<file path="src/rtl/core/window_mean_std_min_max_assert.svh">
// ---------------------------------------------------------------------------
// Assertion macros for the windowed statistics block
// Clocked on i_clk, off while i_rst_n is low.
// ---------------------------------------------------------------------------
`ifndef WINDOW_MEAN_STD_MIN_MAX_ASSERT_SVH
`define WINDOW_MEAN_STD_MIN_MAX_ASSERT_SVH

// Condition implies consequence in the same cycle
`define WMSM_ASSERT_NOW(lbl, cond, cons) \
    lbl: assert property (@(posedge i_clk) disable iff (!i_rst_n) \
        (cond) |-> (cons)) else $error("wmsm assertion failed");

// Condition implies consequence in the next cycle
`define WMSM_ASSERT_NEXT(lbl, cond, cons) \
    lbl: assert property (@(posedge i_clk) disable iff (!i_rst_n) \
        (cond) |=> (cons)) else $error("wmsm assertion failed");

`endif

</file>
<file path="src/rtl/core/wmsm_pkg.sv">
// ---------------------------------------------------------------------------
// wmsm_pkg
// Shared constants and types of the windowed statistics block.
// ---------------------------------------------------------------------------
package wmsm_pkg;

    // Sample and result field widths
    localparam int SAMPLE_W   = 16;
    localparam int STD_W      = 15;
    localparam int OUT_DATA_W = 64;

    // Default window length
    localparam int WINDOW_DEF = 16;

    // Largest std value that the result field holds
    localparam logic [STD_W-1:0] STD_MAX = {STD_W{1'b1}};

    // Status of the serial divider
    typedef struct packed {
        logic busy;
        logic done;
    } t_div_stat;

endpackage

</file>
<file path="src/rtl/core/wmsm_div.sv">
// ---------------------------------------------------------------------------
// wmsm_div
// Bit-serial restoring divider by the window length: one quotient bit per
// cycle, a narrow remainder and compare-subtract.
// ---------------------------------------------------------------------------
module wmsm_div import wmsm_pkg::*; #(
    parameter int WINDOW = WINDOW_DEF,
    parameter int DW     = SAMPLE_W + $clog2(WINDOW_DEF)
) (
    input  logic                       i_clk,
    input  logic                       i_rst_n,
    input  logic                       i_start,
    input  logic [DW-1:0]              i_dividend,
    output t_div_stat                  o_stat,
    output logic [DW-1:0]              o_quot,
    output logic [$clog2(WINDOW)-1:0]  o_rem
);

    localparam int NB   = $clog2(WINDOW);
    localparam int CNTW = $clog2(DW);
    localparam logic [NB:0] DIVISOR = (NB+1)'(WINDOW);

    logic            r_busy;
    logic            r_done;
    logic [CNTW-1:0] r_cnt;
    logic [DW-1:0]   r_dq;
    logic [NB-1:0]   r_rem;

    logic [NB:0]     n_trial;
    logic            n_ge;
    logic [NB:0]     n_diff;

    // One restoring step: bring down the next dividend bit
    assign n_trial = {r_rem, r_dq[DW-1]};
    assign n_ge    = (n_trial >= DIVISOR);
    assign n_diff  = n_trial - DIVISOR;

    always_ff @(posedge i_clk) begin
        if (!i_rst_n) begin
            r_busy <= 1'b0;
            r_done <= 1'b0;
            r_cnt  <= '0;
        end else begin
            // one-cycle pulse with the last step
            r_done <= r_busy && !i_start && (r_cnt == CNTW'(DW-1));
            if (i_start) begin
                r_busy <= 1'b1;
                r_cnt  <= '0;
                r_dq   <= i_dividend;
                r_rem  <= '0;
            end else if (r_busy) begin
                // quotient bits shift in behind the dividend bits
                r_dq  <= {r_dq[DW-2:0], n_ge};
                r_rem <= n_ge ? n_diff[NB-1:0] : n_trial[NB-1:0];
                r_cnt <= r_cnt + 1'b1;
                if (r_cnt == CNTW'(DW-1)) begin
                    r_busy <= 1'b0;
                end
            end
        end
    end

    assign o_stat.busy = r_busy;
    assign o_stat.done = r_done;
    assign o_quot      = r_dq;
    assign o_rem       = r_rem;

endmodule

</file>
<file path="src/rtl/core/window_mean_std_min_max.sv">
// ---------------------------------------------------------------------------
// window_mean_std_min_max
// Mean, population std, maximum and minimum over non-overlapping windows.
// ---------------------------------------------------------------------------
// Samples (signed Q8.8) are taken one at a time and gathered into windows
// of WINDOW samples; after the last sample of a window one result transfer
// carries floor(S1/N), floor(isqrt(N*S2 - S1*S1)/N), the maximum and the
// minimum, and the window starts over. Each sample is squared by the
// shift-add multiplier that feeds the sum of squares, and no new sample
// is taken until that square is done. After the last sample of a window
// the serial divider (mean and std), the shift-add multiplier (S1*S1 and
// N*S2) and the one-bit-a-cycle square root work out the result. A
// finished result waits in the output register while the next window is
// gathered; a window end waits only if the previous result has not been
// taken yet.
// ---------------------------------------------------------------------------
`include "window_mean_std_min_max_assert.svh"

module window_mean_std_min_max import wmsm_pkg::*; #(
    parameter int WINDOW = WINDOW_DEF
) (
    input  logic                  i_clk,
    input  logic                  i_rst_n,
    // sample in: tdata[15:0] sample
    input  logic                  s_axis_tvalid,
    output logic                  s_axis_tready,
    input  logic [SAMPLE_W-1:0]   s_axis_tdata,
    // result out: tdata[15:0] window_mean, [30:16] window_std,
    // [46:31] window_max, [62:47] window_min, [63] zero
    output logic                  m_axis_tvalid,
    input  logic                  m_axis_tready,
    output logic [OUT_DATA_W-1:0] m_axis_tdata
);

    localparam int L   = $clog2(WINDOW);
    localparam int SW  = SAMPLE_W + L;        // signed sum
    localparam int MW  = SAMPLE_W + L;        // sum magnitude, root
    localparam int S2W = 2*SAMPLE_W - 1 + L;  // sum of squares
    localparam int PW  = 2*SAMPLE_W - 1 + 2*L; // N*S2, always odd
    localparam int CW  = $clog2(WINDOW + 1);

    typedef enum logic [2:0] {
        S_IDLE, S_SQ, S_MEAN, S_S1SQ, S_NS2, S_ROOT, S_STD, S_DONE
    } t_state;

    t_state r_state;

    // window state
    logic [CW-1:0]              r_count;
    logic signed [SW-1:0]       r_sum;
    logic [S2W-1:0]             r_sq2;
    logic signed [SAMPLE_W-1:0] r_max;
    logic signed [SAMPLE_W-1:0] r_min;

    // shift-add multiplier
    logic [PW-1:0] r_mcand;
    logic [MW-1:0] r_mplier;
    logic [PW-1:0] r_prod;

    // square root
    logic [PW-1:0] r_num;
    logic [PW-1:0] r_res;
    logic [PW-1:0] r_bit;

    // divider request and finished fields
    logic                       r_div_start;
    logic [MW-1:0]              r_div_arg;
    logic [SAMPLE_W-1:0]        r_mean;

    // output register
    logic                  r_out_valid;
    logic [OUT_DATA_W-1:0] r_out_data;

    t_div_stat     div_stat;
    logic [MW-1:0] div_quot;
    logic [L-1:0]  div_rem;

    logic                       s_accept;
    logic signed [SAMPLE_W-1:0] n_sample;
    logic [SAMPLE_W-1:0]        n_mag;
    logic [MW-1:0]              n_sum_mag;
    logic                       n_sum_neg;
    logic [MW-1:0]              n_mean_mag;
    logic [MW-1:0]              n_mean;
    logic [STD_W-1:0]           n_std;
    logic [PW-1:0]              n_rb;
    logic                       n_out_free;
    logic                       n_load;
    logic                       n_div_start;

    assign s_accept  = s_axis_tvalid && s_axis_tready;
    assign n_sample  = signed'(s_axis_tdata);
    assign n_mag     = n_sample[SAMPLE_W-1] ? (~s_axis_tdata + 1'b1) : s_axis_tdata;
    assign n_sum_neg = r_sum[SW-1];
    assign n_sum_mag = n_sum_neg ? MW'(~r_sum + 1'b1) : MW'(r_sum);

    // floor for negative sums: round the magnitude up
    assign n_mean_mag = div_quot + MW'(n_sum_neg && (div_rem != '0));
    assign n_mean     = n_sum_neg ? (~n_mean_mag + 1'b1) : n_mean_mag;

    // std clamp, kept as a guard
    assign n_std = (div_quot > MW'(STD_MAX)) ? STD_MAX : div_quot[STD_W-1:0];

    assign n_rb       = r_res + r_bit;
    assign n_out_free = !r_out_valid || m_axis_tready;
    assign n_load     = (r_state == S_DONE) && n_out_free;

    // divider kicks off after the last square and after the root
    assign n_div_start = ((r_state == S_SQ) && (r_mplier == '0)
                          && (r_count == CW'(WINDOW)))
                      || ((r_state == S_ROOT) && (r_bit == '0));

    wmsm_div #(
        .WINDOW (WINDOW),
        .DW     (MW)
    ) u_div (
        .i_clk      (i_clk),
        .i_rst_n    (i_rst_n),
        .i_start    (r_div_start),
        .i_dividend (r_div_arg),
        .o_stat     (div_stat),
        .o_quot     (div_quot),
        .o_rem      (div_rem)
    );

    // sequencer, window state and output register
    always_ff @(posedge i_clk) begin
        if (!i_rst_n) begin
            r_state     <= S_IDLE;
            r_count     <= '0;
            r_sum       <= '0;
            r_sq2       <= '0;
            r_max       <= {1'b1, {(SAMPLE_W-1){1'b0}}};
            r_min       <= {1'b0, {(SAMPLE_W-1){1'b1}}};
            r_div_start <= 1'b0;
            r_out_valid <= 1'b0;
        end else begin
            r_div_start <= n_div_start;
            r_out_valid <= n_load || (r_out_valid && !m_axis_tready);

            unique case (r_state) inside
                S_IDLE: begin
                    if (s_accept) begin
                        r_count  <= r_count + 1'b1;
                        r_sum    <= r_sum + SW'(n_sample);
                        if (n_sample > r_max) begin
                            r_max <= n_sample;
                        end
                        if (n_sample < r_min) begin
                            r_min <= n_sample;
                        end
                        // square accumulates onto the running sum of squares
                        r_prod   <= PW'(r_sq2);
                        r_mcand  <= PW'(n_mag);
                        r_mplier <= MW'(n_mag);
                        r_state  <= S_SQ;
                    end
                end

                S_SQ, S_S1SQ, S_NS2: begin
                    if (r_mplier != '0) begin
                        if (r_mplier[0]) begin
                            r_prod <= r_prod + r_mcand;
                        end
                        r_mcand  <= {r_mcand[PW-2:0], 1'b0};
                        r_mplier <= {1'b0, r_mplier[MW-1:1]};
                    end else if (r_state == S_SQ) begin
                        r_sq2 <= r_prod[S2W-1:0];
                        if (r_count == CW'(WINDOW)) begin
                            r_div_arg <= n_sum_mag;
                            r_state   <= S_MEAN;
                        end else begin
                            r_state <= S_IDLE;
                        end
                    end else if (r_state == S_S1SQ) begin
                        // S1*S1 done, now N*S2
                        r_num    <= r_prod;
                        r_prod   <= '0;
                        r_mcand  <= PW'(r_sq2);
                        r_mplier <= MW'(WINDOW);
                        r_state  <= S_NS2;
                    end else begin
                        r_num   <= (r_prod >= r_num) ? (r_prod - r_num) : '0;
                        r_res   <= '0;
                        r_bit   <= PW'(1) << (PW - 1);
                        r_state <= S_ROOT;
                    end
                end

                S_MEAN: begin
                    if (div_stat.done) begin
                        r_mean   <= n_mean[SAMPLE_W-1:0];
                        r_prod   <= '0;
                        r_mcand  <= PW'(n_sum_mag);
                        r_mplier <= n_sum_mag;
                        r_state  <= S_S1SQ;
                    end
                end

                S_ROOT: begin
                    if (r_bit != '0) begin
                        if (r_num >= n_rb) begin
                            r_num <= r_num - n_rb;
                            r_res <= {1'b0, r_res[PW-1:1]} + r_bit;
                        end else begin
                            r_res <= {1'b0, r_res[PW-1:1]};
                        end
                        r_bit <= {2'b00, r_bit[PW-1:2]};
                    end else begin
                        r_div_arg <= r_res[MW-1:0];
                        r_state   <= S_STD;
                    end
                end

                S_STD: begin
                    if (div_stat.done) begin
                        r_state <= S_DONE;
                    end
                end

                S_DONE: begin
                    // hand over the result, then start a fresh window;
                    // the divider stays idle so its quotient still holds
                    if (n_out_free) begin
                        r_out_data <= {1'b0, r_min, r_max, n_std, r_mean};
                        r_count    <= '0;
                        r_sum      <= '0;
                        r_sq2      <= '0;
                        r_max      <= {1'b1, {(SAMPLE_W-1){1'b0}}};
                        r_min      <= {1'b0, {(SAMPLE_W-1){1'b1}}};
                        r_state    <= S_IDLE;
                    end
                end

                default: begin
                    r_state <= S_IDLE;
                end
            endcase
        end
    end

    assign s_axis_tready = (r_state == S_IDLE);
    assign m_axis_tvalid = r_out_valid;
    assign m_axis_tdata  = r_out_data;

    // checks
    `WMSM_ASSERT_NOW(a_div_owner, div_stat.done, (r_state == S_MEAN || r_state == S_STD))
    `WMSM_ASSERT_NOW(a_div_no_accept, div_stat.busy, !s_axis_tready)
    `WMSM_ASSERT_NEXT(a_load_result, n_load, m_axis_tvalid && (r_count == '0))
    `WMSM_ASSERT_NOW(a_count_range, s_axis_tready, r_count < CW'(WINDOW))

endmodule

</file>
<file path="config.mk">
export PLATFORM = sky130hd
export DESIGN_NAME = window_mean_std_min_max
export DESIGN_NICKNAME = d
export VERILOG_FILES = /design/src/rtl/core/wmsm_pkg.sv /design/src/rtl/core/wmsm_div.sv /design/src/rtl/core/window_mean_std_min_max.sv
export VERILOG_INCLUDE_DIRS = /design/src /design/src/rtl/core
export SDC_FILE = /design/constraint.sdc
export NUM_CORES = 1
export LEC_CHECK = 0
export BUFFER_PORTS_ARGS = -buffer_cell sky130_fd_sc_hd__buf_2
export CAP_MARGIN = 10
export CORE_ASPECT_RATIO = 1.75
export CORE_MARGIN = 5
export CORE_UTILIZATION = 40
export CTS_CLUSTER_DIAMETER = 200
export DETAILED_ROUTE_END_ITERATION = 6
export GPL_TIMING_DRIVEN = 1
export PLACE_DENSITY = 0.53
export RECOVER_POWER = 25
export SYNTH_ARGS = -nofsm -noshare
export SYNTH_HDL_FRONTEND = slang
export SYNTH_SLANG_ARGS = --single-unit
export TNS_END_PERCENT = 30
</file>
<file path="constraint.sdc">
create_clock -name i_clk -period 10.1 [get_ports i_clk]
set_input_delay 1.515 -clock i_clk [delete_from_list [all_inputs] [get_ports i_clk]]
set_output_delay 1.515 -clock i_clk [all_outputs]
set_load 0.01 [all_outputs]
</file>
Word level (Yosys, flattened, before mapping)
Cells that the tools add are included.

word-level totals
  flip-flop bits (word level) = 442
  latch bits = 0
  bits in writable memories = 0
  bits in read-only memories = 0
  logic and storage cells = 193
  memories = 0

operators by class
  add/sub/neg operators = 13
  $mul = 0
  div/mod/pow operators = 0
  order comparisons = 6
  eq/ne operators = 26
  shift operators = 0
  multiplexer cells = 80
  bitwise logic cells = 4
  reduce and logical (&&, ||, !) cells = 41

operator list
  kind                                                  number
  2-to-1 mux 39 bit                                     26
  2-to-1 mux 20 bit                                     14
  one-hot mux 39 bit (2 select lines)                   3
  one-hot mux 39 bit (3 select lines)                   2
  2-to-1 mux 16 bit                                     8
  2-to-1 mux 35 bit                                     3
  one-hot mux 20 bit (2 select lines)                   2
  adder 39 bit                                          2
  >= comparator 39 bit                                  2
  subtractor 39 bit                                     2
  one-hot mux 35 bit (2 select lines)                   1
  one-hot mux 16 bit (2 select lines)                   2
  one-hot mux 20 bit (3 select lines)                   1
  adder 38 x 39 -> 39 bit                               1
  logical NOT 39 bit                                    1
  nonzero test 39 bit                                   1
  adder 16 x 1 -> 16 bit, second input constant         2
  NOT 16 bit                                            2
  AND reduction 6 bit                                   5
  2-to-1 mux 3 bit                                      7
  adder 20 x 1 -> 20 bit, second input constant         1
  adder 20 x 16 -> 20 bit                               1
  > comparator 20 x 15 -> 1 bit, second input constant  1
  logical NOT 20 bit                                    1
  other kinds (35)                                      79

Depth between registers and ports, before layout
Gate-level depths: netlist (run 1).

  depth in word-level cells = 7
  depth in mapped cells = 27
  gate-level depth less buffers = 24

By module
A second synthesis (run 1) with hierarchy kept.

second synthesis, totals
  cells, all modules = 2974
  area total of the unflattened synthesis = 28382.2 µm²

modules (own cells, without submodules)
  module                   times used  cells an instance  area each (µm²)  seq. area each (µm²)
  window_mean_std_min_max  1           2888               27055.9          10800.4
  wmsm_div                 1           86                 1326.3           860.8

Least setup slack after synthesis (run 1)
No wires, ideal clock.

  path kind = input port to flip-flop
  start = input port i_rst_n
  end = register r_bit[0], enable pin
  data arrival time = 6236 ps
  data required time = 9539 ps
  slack = 3304 ps
  stages = 3
  path buffers = 1
  cells stage by stage = clkbuf_1 nand2_1 nor3b_1

on the way
  cells in the longest elaborated chain, start to end = 1

RTL lines
  element                               line                            text
  start, declared                       window_mean_std_min_max.sv:23   input logic i_rst_n,
  AND reduction 6 bit (no source line)  -
  end signal, assigned                  window_mean_std_min_max.sv:185  r_bit <= PW'(1) << (PW - 1);
  end signal, assigned                  window_mean_std_min_max.sv:208  r_bit <= {2'b00, r_bit[PW-1:2]};
  end, declared                         window_mean_std_min_max.sv:63   logic [PW-1:0] r_bit;

Every way passes these cells.
A chain may end at the register's enable or synchronous reset.

Worst setup path in the final report (run 1)
  start = register r_state[1]
  end = register r_num[38] (data pin)

on the way
  cells in the longest elaborated chain, start to end = 5
  elaborated cells between the ends (all ways) = 9

RTL lines
  element                                  line                            text
  start, declared                          window_mean_std_min_max.sv:46   t_state r_state;
  start signal, assigned                   window_mean_std_min_max.sv:129  r_state <= S_IDLE;
  start signal, assigned                   window_mean_std_min_max.sv:156  r_state <= S_SQ;
  start signal, assigned                   window_mean_std_min_max.sv:171  r_state <= S_MEAN;
  equality test 3 x 2 -> 1 bit             window_mean_std_min_max.sv:175  end else if (r_state == S_S1SQ) begin
  2-to-1 mux 39 bit                        window_mean_std_min_max.sv:175
  2-to-1 mux 39 bit                        window_mean_std_min_max.sv:167  end else if (r_state == S_SQ) begin
  2-to-1 mux 39 bit                        window_mean_std_min_max.sv:161  if (r_mplier != '0) begin
  one-hot mux 39 bit (2 select lines) (*)  window_mean_std_min_max.sv:141  unique case (r_state) inside
  end signal, assigned                     window_mean_std_min_max.sv:177  r_num <= r_prod;
  end signal, assigned                     window_mean_std_min_max.sv:183  r_num <= (r_prod >= r_num) ? (r_prod - r_num) : '0;
  end signal, assigned                     window_mean_std_min_max.sv:203  r_num <= r_num - n_rb;
  end, declared                            window_mean_std_min_max.sv:61   logic [PW-1:0] r_num;

Every way passes the cells marked *; elsewhere a longest branch is shown, timed or not. The select of a mux whose other input is x is not followed.

==> reports/metrics.cfg, run 1 <==
[critical_path]
crit_chain=nor2b_1 -> clkbuf_1 -> and2_0 -> clkinv_1 -> clkbuf_1 -> nand2_1 -> o221ai_1
cp.required_ps=10470
critPathMaxStageDelay_ps=2660
worstPathMaxFanout=76
arrival_ps=6810
start_kind=flop
endpoint_kind=flop
worstSetupPathType=flop to flop
cpMostUsedCell=clkbuf_1
slowest_stage=clkbuf_1

[cts]
insertion_delay_ps=610
ctsHoldBuffers=0
clkTransAtPathRegs_ps=70
tritoncts=done
numCtsBuffers=45
postCtsSetupRepairBufs=0
cts_resized=0
cts_buffer_depth=3
cts_sinks=423
cts_max_level=2
root_buffer=clkbuf_16

[die]
die_w_um=210
io_pins=86
initial_utilization=0.402
die_height_um=360
rows=128
die_area_um2=75400
core_um2=69500

[sta]
fin_skew_ps=27.3
post-route-min-period_ps=6450
fin_hold_ws_ps=419
setup_viol=0
maxSlewHeadroom=-1.52
max_freq_mhz=155
fin_setup_tns_ps=0
drv_slew=212
rsz0062_at_grt=no
finalHoldViolCount=0
finalWorstSetupSlack_ps=3650
fin_crit_sh=0.638
worstMarginPinSlew_ps=3780

[routing]
dr.pass1.iters=7
wl_met3_um=2820
vias=22200
drt-met1-wl_um=33200
drt_iter0_drc=1546
drc=0
vias_per_cell=5.74
top_layer_used=met4
wl_per_cell_um=21.0
wirelength_um=81300
wl_met2_um=41600
ant_nets=0

[cells_and_area]
layout.nets=3160
final_common_cell=edfxtp_1
area_delta_synth_final_pct=9.52
fin_util=0.440
diodes=0
final_layout_size_suffix_gt1_frac=0.0703
final_cell_mix=edfxtp_1, nand2_1, ha_1, a21oi_1, nor2_1

[synth]
synth_edf_count=319
synthFlopType=edfxtp_1
synthesis.area_um2=27900
ys_ff_latch=423
ys_seq_area_frac=0.417
synth_area_per_cell_um2=9.65
async_reset_ff_frac=0
synth-warning-count=0
synth_cell_type_count=84
synth_fp_nets=3134
syn_inst=2896

[global_routing]
grt_max_degree=77
grt_pass1_vias=22600
antenna_found_initial=0
grt_pass1_wl_um=127000
track_usage=0.209
gr-total-overflow=0

[place]
place.gp.congestion=0.862
hpwl_um=59400
pre_cts_ws_ps=3920
port_buffers=84

[hold_path]
hp-class=flop to flop

[pwr]
total_power_mw=5.89
power_density_nw_per_um2=193
p_leak_nw=11.4
ir_worst_vdd_v=0.000150

[status]
status=complete, but fails checks
violations=capacitance limit, slew limit

[run]
maxCapViolations=5

## Yosys cell counts, types with 34 or more instances
library cell    n  share of area
edfxtp_1      319           0.34
nand2_1       278          0.037
ha_1          214          0.096
a21oi_1       195          0.035
nor2_1        188          0.025
o21ai_0       160          0.029
xor2_1        135          0.042
inv_1         114          0.015
clkbuf_1      111          0.015
a21o_1        106          0.028
xnor2_1       106          0.033
dfxtp_1       104          0.075
nand3_1        96          0.017
nor2b_1        55          0.012
a31oi_1        48          0.011
a21boi_0       47          0.013
and3_1         41         0.0092
mux2i_1        41          0.015
or3_1          35         0.0078
nand4_1        34         0.0076
## kinds of logic (layout without fill, tap and decap cells)
kind of cell	Yosys count	after routing	share of synthesized area
other	1	1	0.000134
muxes	60	60	0.0223
buffers and inverters	246	308	0.0339
adders and majority gates	218	218	0.0987
xor gates and xnor gates	241	241	0.0755
DFF	423	423	0.417
and+or+nand+nor	841	841	0.142
AOI/OAI and AO/OA	866	866	0.210
## final timing paths
path,cells past startpoint,slack [ps],startpoint,endpoint
setup / recovery,7,3650,r_state[1],r_num[38]
setup reg to reg,7,3650,r_state[1],r_num[38]
hold reg to reg,0,420,r_mean[12],m_axis_tdata[12]
hold / removal,0,420,r_mean[12],m_axis_tdata[12]
## through the flow
| stage | area [um^2] | cells |
|---|---|---|
| after floorplan | 27900 | 2896 |
| after global placement | 29300 | 3785 |
| after detailed placement | 29300 | 3785 |
| after CTS | 30700 | 3868 |
| after global routing | 30600 | 3868 |
| final | 30600 | 3868 |
## power by group
group,switching [mW],internal [mW]
clock,0.764,0.897
sequential,0.164,2.11
combinational,1.19,0.763
total,2.12,3.77
## final cells by class
type                            instances  area, um^2
Clock buffer                           52        1170
Sequential cell                       423       11700
Tap cell                              910        1140
Fill cell                            6781       38900
Clock inverter                         31         262
Multi-Input combinational cell       2227       15400
Inverter                              114         428
Timing Repair Buffer                  111         542
## sequential cells by signal, summed over array words and instances (netlist names), 16 cells and up
name / cells
r_res: 39
m_axis_tdata: 63
r_num: 39
r_prod: 39
r_bit: 20
r_div_arg: 20
r_sum: 20
r_mean: 16
r_max: 16
r_mplier: 20
r_sq2: 35
r_min: 16
u_div.o_quot: 20
r_mcand: 39
## layer usage
metal | vias up | track usage
met3 | 132 | 0.0233
met5 | - | 0
met1 | 10800 | 0.251
li1 | 10800 | -
met2 | 464 | 0.379
met4 | 0 | 0.0871
## worst max-delay path: cells and delay by family (launching register included)
kind	cells	cell delay, ps
AOI/OAI and AO/OA	1	430
buffers and inverters	3	3340
DFF	1	610
and+or+nand+nor	3	1770
Power figures use the tool's default switching activity.
==> run 2, diff against run 1 <==
--- a/config.mk
+++ b/config.mk
@@ -14,7 +14,7 @@
 export CTS_CLUSTER_DIAMETER = 200
 export DETAILED_ROUTE_END_ITERATION = 6
 export GPL_TIMING_DRIVEN = 1
-export PLACE_DENSITY = 0.53
+export PLACE_DENSITY = 0.55
 export RECOVER_POWER = 25
 export SYNTH_ARGS = -nofsm -noshare
 export SYNTH_HDL_FRONTEND = slang
==> constraint.sdc (replaced) <==
create_clock -name i_clk -period 5.8 [get_ports i_clk]
set_input_delay 0.87 -clock i_clk [delete_from_list [all_inputs] [get_ports i_clk]]
set_output_delay 0.87 -clock i_clk [all_outputs]
set_load 0.01 [all_outputs]
==> reports/metrics.cfg, run 2 (synthesized netlist as in run 1, its figures left out) <==
[status]
status=finished clean

[pwr]
p_sw_mw=3.71
p_leak_nw=11.6
combPwrFrac=0.327
switching_share=0.354
intPower_mw=6.79
seqPwrFrac=0.377
power_density_nw_per_um2=339
power.share.clock=0.297
ir_worst_vdd_v=0.000254

[hold_path]
hp-class=flop to flop

[sta]
fin_setup_tns_ps=0
drv_slew=0
maxSlewHeadroom=0.0236
fin_skew_ps=42.1
fin_crit_sh=0.938
max_freq_mhz=184
post-route-min-period_ps=5440
finalHoldViolCount=0
rsz0062_at_grt=yes
fin_hold_ws_ps=414
worstMarginPinSlew_ps=1460
setup_viol=0

[cts]
cts_buffer_depth=3
numCtsBuffers=46
cts_max_level=2
postCtsSetupRepairBufs=0
root_buffer=clkbuf_16
tritoncts=done
clkTransAtPathRegs_ps=70
ctsHoldBuffers=0
insertion_delay_ps=620
cts_sinks=423
cts_resized=0

[die]
die_height_um=360
core_um2=69500
io_pins=86
die_w_um=210
die_area_um2=75400
initial_utilization=0.402
rows=128

[critical_path]
critPathTopFamily=compound AO/OA/AOI/OAI gates
critPathMaxStageDelay_ps=460
crit_chain=ha_1 -> nand4_1 -> or3_1 -> o211ai_1 -> a41oi_2 -> o21ai_1 -> buf_4 -> a31oi_1 -> nor2b_1 -> xnor2_1 -> ha_1 -> and2_1 -> and3_1 -> nand2_1 -> o21ai_0 -> a311oi_1 -> o21ai_2 -> a221oi_2 -> buf_4 -> o21a_1 -> buf_12 -> or3_1 -> a21oi_1
endpoint_kind=flop
worstSetupPathType=flop to flop
critical_path_buf_inv_count=3
cp.required_ps=6140
start_kind=flop
slowest_stage=edfxtp_1
worstPathMaxFanout=23
arrival_ps=5780

[routing]
ant_nets=0
wl_per_cell_um=21.2
wirelength_um=82400
drc=0
vias_per_cell=5.78
vias=22500
dr.pass1.iters=7
drt_iter0_drc=1584

[global_routing]
grt_pass1_wl_um=128000
grt_max_degree=67
grt_pass1_vias=23000
gr-total-overflow=0
antenna_found_initial=1
track_usage=0.211

[cells_and_area]
final_layout_size_suffix_gt1_frac=0.0716
final_common_cell=edfxtp_1
fin_area_um2=30900
area_delta_synth_final_pct=10.7
largest_reg_flops=63
diodes=0
layout.nets=3175
final_cell_mix=edfxtp_1, nand2_1, ha_1, a21oi_1, nor2_1
fill_cells=6765

[run]
maxCapViolations=0

[place]
place.gp.congestion=0.903
hpwl_um=60600
port_buffers=84
placed_area_um2=29400

[run 2: cell types whose count changed in the layout (fill, tap and decap cells not counted), sizes merged]
cell | previous run | this run
bufinv | 2 | 4
clkbuf | 101 | 128
clkinvlp | 9 | 4
buf | 62 | 60
clkinv | 18 | 11
inv | 116 | 118
[run 2: cell type report]
class                           instances  area (um^2)  share of cell area
Clock buffer                           63         1300              0.0420
Sequential cell                       423        11700               0.377
Multi-Input combinational cell       2227        15400               0.499
Timing Repair Buffer                  125          682              0.0220
Inverter                              114          428              0.0138
Tap cell                              910         1140              0.0368
Clock inverter                         23          292             0.00943
[run 2: metrics by stage]
stage	power [mW]	utilization	setup WS (ps)	instances
3_3_place_gp	7.37	0.423	417	3799
3_5_place_dp	7.43	0.423	348	3799
6_report	10.5	0.445	357	3885
5_1_grt	11.1	0.445	0.543	3885
2_1_floorplan	6.46	-	-268	2896
4_1_cts	10.6	0.446	323	3885
[run 2: final timing paths]
kind | start | endpoint | slack [ps] | cells past startpoint
worst max-delay path | r_res[10] | r_res[15] | 360 | 23
worst min-delay path | r_mean[9] | m_axis_tdata[9] | 410 | 0
worst max register to register | r_res[10] | r_res[15] | 360 | 23
worst min register to register | r_mean[9] | m_axis_tdata[9] | 410 | 0
[run 2: worst reg2reg max path, delay by kind of cell (launching register included)]
kind                     cells  cell delay (ps)
flip-flops                   1              460
AND/OR/NAND/NOR              7             1430
adder cells (fa/ha/maj)      2              670
XOR/XNOR                     1              140
AO/OA/AOI/OAI               10             1920
buffers and inverters        3              530
[run 2: layer usage]
metal  global-route usage  part of all wire  vias to the layer above
li1                     -                 -                    10800
met1                0.245              0.40                    10900
met2                0.392              0.52                      507
met3               0.0242             0.035                      180
met4               0.0866             0.044                        0
met5                    0                 0                        -
[run 2: power by group through the flow]
stage                     Clock (mW)  Sequential [mW]  Combinational (mW)
final                           3.11             3.95                3.43
after global routing            3.31             3.98                3.80
after CTS                       3.19             3.95                3.44
after detailed placement           0             4.01                3.42
after global placement             0             4.00                3.37
after floorplan                    0             3.90                2.55
==> run 3, diff against run 2 <==
--- a/config.mk
+++ b/config.mk
@@ -16,6 +16,7 @@
 export GPL_TIMING_DRIVEN = 1
 export PLACE_DENSITY = 0.55
 export RECOVER_POWER = 25
+export SETUP_SLACK_MARGIN = 0.5
 export SYNTH_ARGS = -nofsm -noshare
 export SYNTH_HDL_FRONTEND = slang
 export SYNTH_SLANG_ARGS = --single-unit
==> reports/metrics.cfg, run 3 (synthesized netlist as in run 1, its figures left out) <==
[status]
status=complete, but fails checks
violations=capacitance limit, slew limit

[global_routing]
gr-usage-met2=0.385
track_usage=0.208
grt_pass1_wl_um=126000
grt_max_degree=62
antenna_found_initial=0
grt_pass1_vias=22800
gr-total-overflow=0
grt-busiest-layer=met2
grtUsageMet3=0.0204
met1_usage=0.237

[die]
initial_utilization=0.402
io_pins=86
rows=128
die_height_um=360
core_um2=69500
die_w_um=210
die_area_um2=75400

[pwr]
seqPwrFrac=0.380
ir_worst_vdd_v=0.000178
power_density_nw_per_um2=331
p_sw_mw=3.66
p_leak_nw=11.8
combPwrFrac=0.329
switching_share=0.352
power.share.clock=0.291
intPower_mw=6.75

[cts]
clkTransAtPathRegs_ps=70
root_buffer=clkbuf_16
numCtsBuffers=44
cts_sinks=423
cts_buffer_depth=3
ctsHoldBuffers=0
cts_max_level=2
tritoncts=done
insertion_delay_ps=610

[routing]
wirelength_um=82900
drc=0
vias_per_cell=5.77
vias=22600
dr.pass1.iters=6
ant_nets=0
wl_per_cell_um=21.2
drt_iter0_drc=1432

[critical_path]
start_kind=flop
slowest_stage=edfxtp_1
worstSetupPathType=flop to flop
arrival_ps=5720
cpMostUsedCell=buf_4
worstPathMaxFanout=11
endpoint_kind=flop
critical_path_buf_inv_count=4
critPathMaxStageDelay_ps=500
crit_chain=ha_4 -> nand4_1 -> or3_4 -> o211ai_1 -> buf_4 -> a41oi_2 -> o21ai_1 -> buf_4 -> a31oi_4 -> nor2b_2 -> xnor2_1 -> ha_1 -> and2_4 -> and3_4 -> nand2_2 -> o21ai_2 -> a311oi_2 -> o21ai_4 -> a221oi_4 -> buf_4 -> o21a_4 -> clkbuf_16 -> o211ai_1 -> o31ai_1
critPathTopFamily=compound AO/OA/AOI/OAI gates
cp.required_ps=6230
reg2reg_slack_ps=520

[sta]
drv_slew=105
fin_crit_sh=0.911
setup_viol=0
rsz0062_at_grt=yes
worstMarginPinSlew_ps=2300
fin_skew_ps=27.6
post-route-min-period_ps=5280
max_freq_mhz=189
finalWorstSetupSlack_ps=516
maxSlewHeadroom=-0.535
finalHoldViolCount=0

[place]
pre_cts_ws_ps=90.1
port_buffers=84
placed_area_um2=29400
hpwl_um=60100
place.gp.congestion=0.911

[run]
maxCapViolations=3

[cells_and_area]
final_layout_size_suffix_gt1_frac=0.0895
fin_area_um2=31400
layout.nets=3207
area_delta_synth_final_pct=12.5
fill_cells=6786
diodes=0
final_cell_mix=edfxtp_1, nand2_1, ha_1, a21oi_1, nor2_1
largest_reg_flops=63
final_common_cell=edfxtp_1
multi_input_area_um2=15600
regArea_um2=11700

[hold_path]
hp-class=flop to flop

## run 3: cell types whose count changed in the layout (fill, tap and decap cells not counted), moves of 4 or more
cell / before / now
ha_1: 214 / 208
o21ai_0: 159 / 155
buf_4: 37 / 57
clkinv_2: 6 / 11
ha_4: 0 / 4
a31oi_1: 46 / 41
## run 3: power by group through the flow
stage / logic, mW / registers (mW) / clock network [mW]
4_1_cts: 3.40 / 3.95 / 3.12
3_3_place_gp: 3.32 / 4.01 / 0
6_report: 3.42 / 3.96 / 3.03
5_1_grt: 3.77 / 3.99 / 3.22
3_5_place_dp: 3.38 / 4.02 / 0
2_1_floorplan: 2.55 / 3.90 / 0
## run 3: worst paths after layout
| check | end | start | cells after the start |
|---|---|---|---|
| setup / recovery | r_res[5] | r_bit[12] | 24 |
| hold / removal | m_axis_tdata[3] | r_mean[3] | 0 |
| setup reg to reg | r_res[5] | r_bit[12] | 24 |
| hold reg to reg | m_axis_tdata[3] | r_mean[3] | 0 |
## run 3: per-stage QoR
step / setup TNS (ps) / hold slack [ps] / power, mW / instances / utilization
global route: 0 / 430 / 11.0 / 3915 / 0.452
CTS: 0 / 421 / 10.5 / 3891 / 0.448
floorplan: -10460 / 400 / 6.46 / 2896 / -
global placement: 0 / 401 / 7.34 / 3800 / 0.423
finish: 0 / 421 / 10.4 / 3915 / 0.452
detailed placement: 0 / 406 / 7.40 / 3800 / 0.423
## run 3: per-layer routing
metal | routed length, um | up-vias
met4 | 4390 | 0
met5 | 0 | -
met1 | 32600 | 11000
met3 | 2810 | 183
met2 | 43000 | 542
li1 | - | 10900
## run 3: repair_timing
item / in CTS / in global routing
endpoints found under the setup margin: 82 / 83
gates resized for setup: 19 / 32
pin swaps: 8 / 33
buffers inserted: 8 / 18
gates cloned: 1 / 6
hold endpoints to repair: 0 / 0
## run 3: final cells by class
| type | count | share of cell area |
|---|---|---|
| inverters | 114 | 0.0136 |
| clock inverters | 27 | 0.0107 |
| clock buffers | 55 | 0.0376 |
| well taps | 910 | 0.0362 |
| flip-flops and latches | 423 | 0.371 |
| repair buffers | 159 | 0.0345 |
| multi-input cells | 2227 | 0.497 |
